### src/design/http_request_header_scanner_unit_macros.svh
// ----------------------------------------------------------------------------
// http request header scanner assertion macros
// shared concurrent assertion shorthands for the scanner modules
// ----------------------------------------------------------------------------
`ifndef HTTP_REQUEST_HEADER_SCANNER_UNIT_MACROS_SVH
`define HTTP_REQUEST_HEADER_SCANNER_UNIT_MACROS_SVH

// same-cycle implication, disabled while in reset
`define HDRS_ASSERT_IMP(name, clk, rstn, ante, cons) \
    name: assert property (@(posedge clk) disable iff (!rstn) (ante) |-> (cons)) \
        else $error("hdrs assertion failed");

// next-cycle implication, disabled while in reset
`define HDRS_ASSERT_NXT(name, clk, rstn, ante, cons) \
    name: assert property (@(posedge clk) disable iff (!rstn) (ante) |=> (cons)) \
        else $error("hdrs assertion failed");

`endif

### src/design/hdrs_pkg.sv
// ----------------------------------------------------------------------------
// hdrs_pkg
// types, constants and prefix table for the http request header scanner
// ----------------------------------------------------------------------------
`timescale 1ns / 1ps

package hdrs_pkg;

    localparam int PAYLOAD_MAX_DEF = 2048;

    localparam logic [7:0] CH_CR = 8'h0d;
    localparam logic [7:0] CH_LF = 8'h0a;

    // candidate bits of the line prefix tracker
    localparam int CAND_POST = 0;
    localparam int CAND_GET  = 1;
    localparam int CAND_HOST = 2;
    localparam logic [2:0] CAND_ALL = 3'b111;

    // method codes
    localparam logic [1:0] METHOD_NONE = 2'd0;
    localparam logic [1:0] METHOD_GET  = 2'd1;
    localparam logic [1:0] METHOD_POST = 2'd2;

    // configuration register indexes
    localparam logic CFG_HTTP_PORT = 1'b0;
    localparam logic CFG_MIN_LEN   = 1'b1;

    typedef struct packed {
        logic [7:0]  data_byte;
        logic        last_byte;
        logic [11:0] payload_len;
        logic        is_tcp;
        logic [15:0] src_port;
        logic [15:0] dest_port;
    } hdrs_item_t;

    typedef struct packed {
        logic [15:0] http_port;
        logic [11:0] min_payload_len;
    } hdrs_cfg_t;

    typedef struct packed {
        logic        request_found;
        logic [1:0]  method;
        logic [10:0] url_offset;
        logic [10:0] url_len;
        logic        host_found;
        logic [10:0] host_offset;
        logic [10:0] host_length;
        logic        body_found;
        logic [11:0] body_offset;
        logic [11:0] body_len;
    } hdrs_result_t;

    // per candidate: still matching after byte b at line offset off
    // offsets past a candidate's prefix keep it alive
    function automatic logic [2:0] prefix_keep(logic [2:0] off, logic [7:0] b);
        logic [2:0] keep;
        keep = CAND_ALL;
        case (off)
            3'd0: keep = {b == 8'h48, b == 8'h47, b == 8'h50};    // H G P
            3'd1: keep = {b == 8'h6f, b == 8'h45, b == 8'h4f};    // o E O
            3'd2: keep = {b == 8'h73, b == 8'h54, b == 8'h53};    // s T S
            3'd3: keep = {b == 8'h74, b == 8'h20, b == 8'h54};    // t sp T
            3'd4: keep = {b == 8'h3a, 1'b1, b == 8'h20};          // : - sp
            3'd5: keep = {b == 8'h20, 1'b1, 1'b1};                // sp - -
            default: keep = CAND_ALL;
        endcase
        return keep;
    endfunction

endpackage

### src/design/hdrs_in_stage.sv
// ----------------------------------------------------------------------------
// hdrs_in_stage
// input register of the scanner, holds one item until the scan takes it
// ----------------------------------------------------------------------------
`timescale 1ns / 1ps

module hdrs_in_stage
    import hdrs_pkg::*;
(
    input  logic       aclk,
    input  logic       aresetn,
    input  logic       in_valid,
    output logic       in_ready,
    input  hdrs_item_t in_item,
    input  logic       advance,
    output logic       st_valid,
    output hdrs_item_t st_item
);

    logic       valid_reg, valid_next;
    hdrs_item_t item_reg, item_next;

    assign in_ready = !valid_reg || advance;

    always_comb begin
        valid_next = valid_reg;
        item_next  = item_reg;
        if (in_ready) begin
            valid_next = in_valid;
            if (in_valid) begin
                item_next = in_item;
            end
        end
    end

    always_ff @(posedge aclk) begin
        if (!aresetn) begin
            valid_reg <= 1'b0;
        end else begin
            valid_reg <= valid_next;
        end
        item_reg <= item_next;
    end

    assign st_valid = valid_reg;
    assign st_item  = item_reg;

endmodule

### src/design/hdrs_scan.sv
// ----------------------------------------------------------------------------
// hdrs_scan
// per-packet scan state and the single-pass line / prefix / crlf logic
// ----------------------------------------------------------------------------
`timescale 1ns / 1ps

module hdrs_scan
    import hdrs_pkg::*;
#(
    parameter int PAYLOAD_MAX = PAYLOAD_MAX_DEF
) (
    input  logic         aclk,
    input  logic         aresetn,
    input  hdrs_cfg_t    cfg,
    input  hdrs_item_t   item,
    input  logic         fire,
    output hdrs_result_t result
);

    localparam int POS_W  = $clog2(PAYLOAD_MAX + 1);
    localparam int CALC_W = ((POS_W > 12) ? POS_W : 12) + 2;

    logic [POS_W-1:0]  pos_reg, pos_next;
    logic [POS_W-1:0]  line_start_reg, line_start_next;
    logic [2:0]        cand_reg, cand_next;
    logic [7:0]        recent_reg [3];
    logic [7:0]        recent_next [3];
    logic              done_reg, done_next;
    hdrs_result_t      held_reg, held_next;

    logic              scan_en;
    logic [POS_W-1:0]  off;
    logic [2:0]        off_small;
    logic [2:0]        cand_trk;
    logic              crlf, body_hit, line_hit;
    logic [CALC_W-1:0] pos_x, ls_x, len_x;
    logic [CALC_W-1:0] span_x, body_off_x, body_len_x;

    assign pos_x = CALC_W'(pos_reg);
    assign ls_x  = CALC_W'(line_start_reg);
    assign len_x = CALC_W'(item.payload_len);

    assign scan_en = item.is_tcp
                  && (item.payload_len >= cfg.min_payload_len)
                  && ((item.src_port == cfg.http_port) || (item.dest_port == cfg.http_port))
                  && !done_reg
                  && (pos_reg < POS_W'(PAYLOAD_MAX))
                  && (pos_reg >= line_start_reg);

    assign off       = pos_reg - line_start_reg;
    assign off_small = (off < POS_W'(6)) ? off[2:0] : 3'd7;
    assign cand_trk  = cand_reg & prefix_keep(off_small, item.data_byte);

    assign crlf     = (item.data_byte == CH_LF) && (recent_reg[0] == CH_CR);
    assign body_hit = crlf && (pos_reg >= POS_W'(3)) && (recent_reg[2] == CH_CR)
                   && (recent_reg[1] == CH_LF) && ((pos_x + CALC_W'(1)) < len_x);
    assign line_hit = crlf && !body_hit && ((pos_x + CALC_W'(3)) < len_x);

    // position minus line start; prefix lengths are taken off below
    assign span_x     = pos_x - ls_x;
    assign body_off_x = pos_x + CALC_W'(1);
    assign body_len_x = len_x - pos_x - CALC_W'(1);

    always_comb begin
        held_next       = held_reg;
        cand_next       = cand_reg;
        done_next       = done_reg;
        line_start_next = line_start_reg;
        if (scan_en) begin
            cand_next = cand_trk;
            if (body_hit) begin
                done_next             = 1'b1;
                held_next.body_found  = 1'b1;
                held_next.body_offset = body_off_x[11:0];
                held_next.body_len    = body_len_x[11:0];
            end else if (line_hit) begin
                if (cand_trk[CAND_POST]) begin
                    held_next.request_found = 1'b1;
                    held_next.method        = METHOD_POST;
                    held_next.url_offset    = 11'(ls_x + CALC_W'(5));
                    held_next.url_len       = 11'(span_x - CALC_W'(6));
                end else if (cand_trk[CAND_GET]) begin
                    held_next.request_found = 1'b1;
                    held_next.method        = METHOD_GET;
                    held_next.url_offset    = 11'(ls_x + CALC_W'(4));
                    held_next.url_len       = 11'(span_x - CALC_W'(5));
                end else if (cand_trk[CAND_HOST]) begin
                    held_next.host_found  = 1'b1;
                    held_next.host_offset = 11'(ls_x + CALC_W'(6));
                    held_next.host_length = 11'(span_x - CALC_W'(7));
                end
                line_start_next = pos_reg + POS_W'(1);
                cand_next       = CAND_ALL;
            end
        end
        recent_next[2] = recent_reg[1];
        recent_next[1] = recent_reg[0];
        recent_next[0] = item.data_byte;
        pos_next = (pos_reg < POS_W'(PAYLOAD_MAX)) ? pos_reg + POS_W'(1) : pos_reg;
    end

    assign result = held_next;

    always_ff @(posedge aclk) begin
        if (!aresetn || (fire && item.last_byte)) begin
            pos_reg        <= '0;
            line_start_reg <= '0;
            cand_reg       <= CAND_ALL;
            recent_reg[0]  <= '0;
            recent_reg[1]  <= '0;
            recent_reg[2]  <= '0;
            done_reg       <= 1'b0;
            held_reg       <= '0;
        end else if (fire) begin
            pos_reg        <= pos_next;
            line_start_reg <= line_start_next;
            cand_reg       <= cand_next;
            recent_reg[0]  <= recent_next[0];
            recent_reg[1]  <= recent_next[1];
            recent_reg[2]  <= recent_next[2];
            done_reg       <= done_next;
            held_reg       <= held_next;
        end
    end

endmodule

### src/design/http_request_header_scanner_unit.sv
// ----------------------------------------------------------------------------
// http_request_header_scanner_unit
// per-byte http request header scanner with a one-item result per packet
// ----------------------------------------------------------------------------
// Payload bytes stream in one item per clock and are scanned for CR LF
// terminated header lines: a "POST " or "GET " line records method, url offset
// and length (a later one wins), a "Host: " line records the host value, and
// a blank line ends the header and records the body offset and length. One
// result item is offered on m_ after the packet's last byte has passed the
// input register into the result register, unless the previous result is
// still waiting there. The block sustains one byte per cycle: each byte
// passes an input register, the scan logic, and, for the last byte, the
// result register. Input stalls only when a last byte sits in the input
// register while the result register still holds an untaken result.
`timescale 1ns / 1ps

`include "http_request_header_scanner_unit_macros.svh"

module http_request_header_scanner_unit
    import hdrs_pkg::*;
#(
    parameter int PAYLOAD_MAX = PAYLOAD_MAX_DEF
) (
    input  logic        aclk,
    input  logic        aresetn,
    // input items
    input  logic        s_tvalid,
    output logic        s_tready,
    // data_byte[7:0], payload_len[19:8], src_port[35:20], dest_port[51:36], zero pad
    input  logic [55:0] s_tdata,
    input  logic        s_tlast,   // last_byte
    input  logic        s_tuser,   // is_tcp
    // result items
    output logic        m_tvalid,
    input  logic        m_tready,
    // request_found[0], method[2:1], url_offset[13:3], url_len[24:14],
    // host_found[25], host_offset[36:26], host_length[47:37], body_found[48],
    // body_offset[60:49], body_len[72:61], zero pad
    output logic [79:0] m_tdata,
    // configuration writes
    input  logic        cfg_wr_en,
    input  logic        cfg_addr,
    input  logic [15:0] cfg_wr_data
);

    hdrs_cfg_t    cfg_reg;
    hdrs_item_t   in_item, st_item;
    logic         st_valid;
    logic         advance;
    hdrs_result_t scan_result;
    logic         out_valid_reg, out_valid_next;
    hdrs_result_t out_reg, out_next;

    // configuration registers, the user must write them only while the block is idle; not enforced here
    always_ff @(posedge aclk) begin
        if (!aresetn) begin
            cfg_reg.http_port       <= 16'd80;
            cfg_reg.min_payload_len <= 12'd16;
        end else if (cfg_wr_en) begin
            unique case (cfg_addr)
                CFG_HTTP_PORT: cfg_reg.http_port       <= cfg_wr_data;
                CFG_MIN_LEN:   cfg_reg.min_payload_len <= cfg_wr_data[11:0];
                default: ;
            endcase
        end
    end

    // unpack the input item
    always_comb begin
        in_item.data_byte   = s_tdata[7:0];
        in_item.last_byte   = s_tlast;
        in_item.payload_len = s_tdata[19:8];
        in_item.is_tcp      = s_tuser;
        in_item.src_port    = s_tdata[35:20];
        in_item.dest_port   = s_tdata[51:36];
    end

    // the held item moves on unless it is a last byte and the result slot is busy
    assign advance = st_valid && (!st_item.last_byte || !out_valid_reg || m_tready);

    hdrs_in_stage u_in_stage (
        .aclk     (aclk),
        .aresetn  (aresetn),
        .in_valid (s_tvalid),
        .in_ready (s_tready),
        .in_item  (in_item),
        .advance  (advance),
        .st_valid (st_valid),
        .st_item  (st_item)
    );

    hdrs_scan #(
        .PAYLOAD_MAX (PAYLOAD_MAX)
    ) u_scan (
        .aclk    (aclk),
        .aresetn (aresetn),
        .cfg     (cfg_reg),
        .item    (st_item),
        .fire    (advance),
        .result  (scan_result)
    );

    // result register: loaded on the packet's last byte, cleared when taken
    always_comb begin
        out_valid_next = out_valid_reg;
        out_next       = out_reg;
        if (m_tready) begin
            out_valid_next = 1'b0;
        end
        if (advance && st_item.last_byte) begin
            out_valid_next = 1'b1;
            out_next       = scan_result;
        end
    end

    always_ff @(posedge aclk) begin
        if (!aresetn) begin
            out_valid_reg <= 1'b0;
        end else begin
            out_valid_reg <= out_valid_next;
        end
        out_reg <= out_next;
    end

    assign m_tvalid = out_valid_reg;
    assign m_tdata  = {7'd0,
                       out_reg.body_len, out_reg.body_offset, out_reg.body_found,
                       out_reg.host_length, out_reg.host_offset, out_reg.host_found,
                       out_reg.url_len, out_reg.url_offset, out_reg.method,
                       out_reg.request_found};

    // a new result only ever follows a last byte leaving the input register
    `HDRS_ASSERT_IMP(a_result_from_last, aclk, aresetn, $rose(m_tvalid), $past(advance && st_item.last_byte))
    // a last byte never overwrites an untaken result
    `HDRS_ASSERT_IMP(a_no_result_overrun, aclk, aresetn, m_tvalid && !m_tready && st_valid && st_item.last_byte, !advance)
    // request flag and method code agree
    `HDRS_ASSERT_IMP(a_method_consistent, aclk, aresetn, m_tvalid, out_reg.request_found == (out_reg.method != METHOD_NONE))
    // the body offset stays zero unless the blank line was found
    `HDRS_ASSERT_IMP(a_body_zero, aclk, aresetn, m_tvalid && !out_reg.body_found, out_reg.body_offset == 12'd0)
    // a taken result with no new last byte leaves the slot empty
    `HDRS_ASSERT_NXT(a_slot_drains, aclk, aresetn, m_tvalid && m_tready && !(advance && st_item.last_byte), !m_tvalid)

endmodule

### config.mk
export PLATFORM = sky130hd
export DESIGN_NAME = http_request_header_scanner_unit
export DESIGN_NICKNAME = d
export VERILOG_FILES = /design/src/design/hdrs_pkg.sv /design/src/design/hdrs_in_stage.sv /design/src/design/hdrs_scan.sv /design/src/design/http_request_header_scanner_unit.sv
export VERILOG_INCLUDE_DIRS = /design/src /design/src/design
export SDC_FILE = /design/constraint.sdc
export NUM_CORES = 1
export LEC_CHECK = 0
export ABC_AREA = 1
export BUFFER_PORTS_ARGS = -buffer_cell sky130_fd_sc_hd__buf_2
export CORE_MARGIN = 2
export CORE_UTILIZATION = 26
export CTS_BUF_LIST = sky130_fd_sc_hd__clkbuf_8
export CTS_CLUSTER_DIAMETER = 200
export DETAILED_ROUTE_END_ITERATION = 6
export GPL_ROUTABILITY_DRIVEN = 0
export HOLD_SLACK_MARGIN = 0.06
export PLACE_DENSITY = 0.46
export SYNTH_ARGS = -nofsm -noshare
export SYNTH_HDL_FRONTEND = slang
export SYNTH_SLANG_ARGS = --single-unit
export TNS_END_PERCENT = 100
### constraint.sdc
create_clock -name aclk -period 10.1 [get_ports aclk]
set_input_delay 2.02 -clock aclk [delete_from_list [all_inputs] [get_ports aclk]]
set_output_delay 2.02 -clock aclk [all_outputs]
set_load 0.02 [all_outputs]
Word-level counts from Yosys, hierarchy flattened. Memory sizes are Yosys's and may differ from the RTL's. Cells that the tools add are included.

Shifts and indexed selects: 0. Reduce and logical (&&, ||, !) cells: 34. Mux-type cells: 23. $lt $le $gt $ge: 7. Div/mod/pow operators: 0. Bitwise logic cells: 6. Add/subtract/negate cells: 13. Equality and inequality tests: 23. Multipliers: 0.

Operators by type and width (number): $mux 48 (2); $eq 8x7->1 const B (10); $mux 25 (3); $mux 73 (1); $mux 23 (3); $add 11x3->11 const B (3); $sub 11x3->11 const B (3); $eq 16x16->1 (2); $eq 8x4->1 const B (4); $lt 14x12->1 (2); $ge 12x12->1 (2); $mux 8 (3); $sub 12x12->12 (2); $pmux 3 s6 (1); $eq 8x6->1 const B (2); $logic_and 1x1->1 (14); $add 12x1->13 const B (1); $add 12x2->13 const B (1); $add 12x1->12 const B (1); $ge 12x2->1 const B (1); $lt 12x12->1 const B (1); $lt 12x3->1 const B (1); $sub 12x1->12 const B (1); $sub 11x11->11 (1); 15 further kinds (41).

Bits in latches: 0. Output and inout bits: 82. Bits in registers: 258. Memory bits (writable): 24. Memory bits (read-only): 0. Bits of input ports: 80. Memories kept: 1.

Memories: u_scan.recent_reg (words 3, bits a word 8, rd ports 3, clocked after Yosys merged registers in 0, write ports 3, RTL line hdrs_scan.sv:26) `logic [7:0] recent_reg [3];`.

Logic depth before layout (Yosys ltp). An unclocked memory read counts as a cell.

Depth in word-level cells: 13. Mapped depth: 29. Gate-level depth less buffers: 28.

Modules after synthesis. A second synthesis with hierarchy kept.

Cells, all modules: 1968. Area total of the unflattened synthesis: 15951.5 µm².

By module, submodules not included: hdrs_scan (times used 1, area an instance 10854.2 µm², cells an instance 1660); http_request_header_scanner_unit (times used 1, area an instance 3424.5 µm², cells an instance 247); hdrs_in_stage (times used 1, area an instance 1672.9 µm², cells an instance 61).

Worst setup path after synthesis. Ideal clock, no wire load.

Kind: input-to-output. Start point: in m_tready. End point: out s_tready. Buffers on the path: 0. Arrival: 2387 ps. Path slack: 5693 ps. Required time: 8080 ps. Cell stages on the path: 2. Cell sequence: nor2_1 -> nand3_1.

Cells in the longest elaborated chain, start to end: 3.

RTL lines: from (decl) (RTL line http_request_header_scanner_unit.sv:35) `input logic m_tready,`; $logic_or 1x1->1 (RTL line http_request_header_scanner_unit.sv:79) `assign advance = st_valid && (!st_item.last_byte || !out_valid_reg || m_tready);`; $logic_and 1x1->1 (RTL line http_request_header_scanner_unit.sv:79); $logic_or 1x1->1 (RTL line hdrs_in_stage.sv:23) `assign in_ready = !valid_reg || advance;`; to (decl) (RTL line http_request_header_scanner_unit.sv:28) `output logic s_tready,`.

Every way passes these cells.

==> key figures <==
Detailed routing
  • Post-Route WL: 42400 um
  • Remaining DRCs: 0
  • DR pass1 iterations: 7
  • DR vias: 12500
  • Drt via density: 4.48
  • Wire length per cell: 15.3 um
  • Initial drt markers: 830
  • Routed Antenna Nets: 0

Global routing
  • GR Util All Layers: 0.141
  • Aggregate global routing overflow: 0
  • Vias in the first global route: 12200
  • Antenna violations before repair: 7
  • Largest net degree at the start of global routing: 74
  • Gr busiest metal: met2
  • Global-route wire length before repair: 66600 um
  • Grt met3 use: 0.0314
  • Met2 usage: 0.228
  • Routing usage on met1: 0.185

STA
  • RSZ-0062 raised after global routing: no
  • Final hold viol count: 0
  • Final setup TNS: 0 ns
  • Final setup vio count: 0
  • Period utilization: 0.521
  • Max-slew violations: 0
  • Relative slew slack: 0.291
  • PnR worst setup slack: 4.84 ns
  • Worst-Margin Slew: 1.06 ns
  • Post-layout min period: 5.26 ns
  • Max Fclk: 0.190 GHz
  • Max Clock Skew: 0.0580 ns

Synth
  • Post-synthesis compound-gate area fraction: 0.103
  • Mapped cell area: 0.0151 sq mm
  • Seq cells post-synth: 282
  • Post-synthesis sequential area ratio: 0.475
  • Avg Cell Area, Syn: 8.32 sq um
  • Post-synth top area share: 0.301
  • Yosys warns: 0
  • Async S/R FF share, synth: 0
  • Post-synthesis simple-gate area fraction: 0.227
  • Post-synthesis mux area share: 0
  • Post-synth cell types: 52
  • Fraction of the mapped netlist area in adder cells: 0.0600
  • Ranking of synthesized cells by area: edfxtp_1 30%, dfxtp_1 17%, nand2_1 11%
  • Largest family of logic cells by synthesized area: simple AND/OR/NAND/NOR gates
  • Synth Area in XOR/XNOR: 0.0535
  • Post-Synthesis Cells: 1809
  • Ys flop type: edfxtp_1
  • Yosys top cell by area: edfxtp_1
  • Post-synth EDFFs: 151

Floorplanning
  • Die Span Y: 245 um
  • Initial Util: 0.262
  • Core ar.: 0.0575 sq mm
  • Top-Level Pins: 162
  • Die Wd: 245 um
  • Row cnt: 88
  • Die area: 0.0598 sq mm

Worst setup path
  • Crit path kind: flip-flop to flip-flop
  • CP startpoint: u_scan.pos_reg[0]
  • WP data required: 10.49 ns
  • CP endpoint kind: flip-flop
  • Arr. time, crit path: 5.65 ns
  • Worst setup SP type: flip-flop
  • Reg-to-Reg Start: u_scan.pos_reg[0]
  • Crit path max fanout: 43

Pwr
  • Worst vdd ir: 91.6 uV
  • Psw: 805 uW
  • Sw frac: 0.284
  • PwrDens: 160 mW/mm^2
  • Clk network pwr share: 0.412
  • Power consumption: 2.83 mW
  • Cell leakage power: 7.93 nW
  • Sequential Power Share: 0.449
  • Total internal power: 2.02 mW
  • Combinational power share: 0.139

Placement
  • Place WS: 4.88 ns
  • DP Area: 0.0166 sq mm
  • Port-buffer cells: 150
  • Hpwl dp: 31500 um
  • Placed insts: 2677

Cells and area
  • Final cell count without fillers: 2779
  • Commonest non-fill, non-tap cell in the layout: nand2_1
  • Commonest cells after routing, fill and taps aside: 433 x nand2_1, 254 x inv_1, 151 x edfxtp_1
  • Number of nets in the layout: 2118
  • Fill count: 6195
  • Final instance area: 0.0177 sq mm
  • Area delta synth->final: 17.5%
  • Layout cell share with drive strength beyond 1: 0.146

Clocking
  • Hold Buf Count CTS: 0
  • CTS Sinks: 282
  • Post-CTS setup buffer count: 0
  • H-tree depth: 2
  • Num CTS Buffers: 53
  • Clock Latency Late Sink: 0.65 ns
  • Clock transition at path regs: 0.06 ns
  • PostCTS Resize Cnt: 0
  • Clk buf depth: 3
  • Root Buffer: clkbuf_8
  • TritonCTS clock tree: done

Worst hold path
  • Hold Startpoint: u_scan.held_reg[30]
  • Worst min path class: flip-flop to flip-flop

Run
  • Max_cap viols: 0

Outcome
  • Outcome: completed
-- Yosys cell counts (5+ instances only) --
master / count
buf_4: 10
nor3_1: 16
and2_1: 11
nand2_2: 24
a211oi_1: 5
xor2_1: 75
or2_2: 12
o22ai_1: 21
nand4_1: 27
dfxtp_1: 131
o21ai_1: 18
clkbuf_1: 39
nand2_1: 433
inv_2: 7
nor4_1: 12
o21a_1: 5
xnor2_1: 17
edfxtp_1: 151
o21ai_0: 102
inv_1: 237
nor2_1: 130
ha_1: 69
nand3_1: 89
a21oi_1: 83
o211ai_1: 21
o21bai_1: 6
buf_2: 11
-- power groups by stage --
stage	Combinational [mW]	Sequential, mW	Clock [mW]
floorplan	0.270	1.30	0
global placement	0.389	1.29	0
detailed placement	0.394	1.29	0
CTS	0.395	1.27	1.21
global route	0.445	1.27	1.26
finish	0.394	1.27	1.17
-- area by class of cell --
| class | instances | area [sq um] | share of cell area |
|---|---|---|---|
| antenna | 4 | 10.0 | 0.000566 |
| tap | 765 | 957 | 0.0541 |
| sequential | 282 | 7160 | 0.405 |
| inverter | 248 | 932 | 0.0527 |
| timing repair buffer | 158 | 811 | 0.0458 |
| clock buffer | 61 | 840 | 0.0475 |
| multi-input combinational | 1224 | 6710 | 0.379 |
| clock inverter | 37 | 272 | 0.0154 |
-- cells by family after synthesis --
logic type / Yosys count
AOI/OAI and AO/OA: 276
xor gates and xnor gates: 92
adders and majority gates: 71
buffers and inverters: 309
DFF: 282
other: 1
and+or+nand+nor: 778
-- layer usage --
| metal | vias up | wire length [um] |
|---|---|---|
| met4 | 6 | 1230 |
| li1 | 6274 | - |
| met3 | 86 | 2620 |
| met5 | - | 37 |
| met2 | 357 | 19000 |
| met1 | 5737 | 19500 |
-- stage by stage --
stage,hold WS (ns),utilization
2_1_floorplan,0.420,-
3_3_place_gp,0.432,0.288
3_5_place_dp,0.437,0.288
4_1_cts,0.454,0.308
5_1_grt,0.473,0.308
6_report,0.452,0.308
-- critical path, cell delays in order (launching register included) --
cell and delay, ns:
dfxtp_1 0.45, clkinv_1 0.44, ha_1 0.35, inv_1 0.13, fa_1 0.64, nand2_1 0.18, nand3_1 0.12, nor2_1 0.10
nand2_1 0.13, nor2_4 0.18, nand2_2 0.10, a211oi_1 0.19, nand3_1 0.17, nand2_2 0.66, nand3_4 0.35, nor2_8 0.43
nand2_1 0.15, and2_1 0.19
-- worst paths after layout --
path                              end  slack (ns)  depth (start not counted)
setup / recovery          m_tdata[34]        4.84                         17
hold / removal    u_scan.held_reg[30]        0.45                          2
setup reg to reg          m_tdata[34]        4.84                         17
hold reg to reg   u_scan.held_reg[30]        0.45                          2
(Power assumes the default switching activity.)
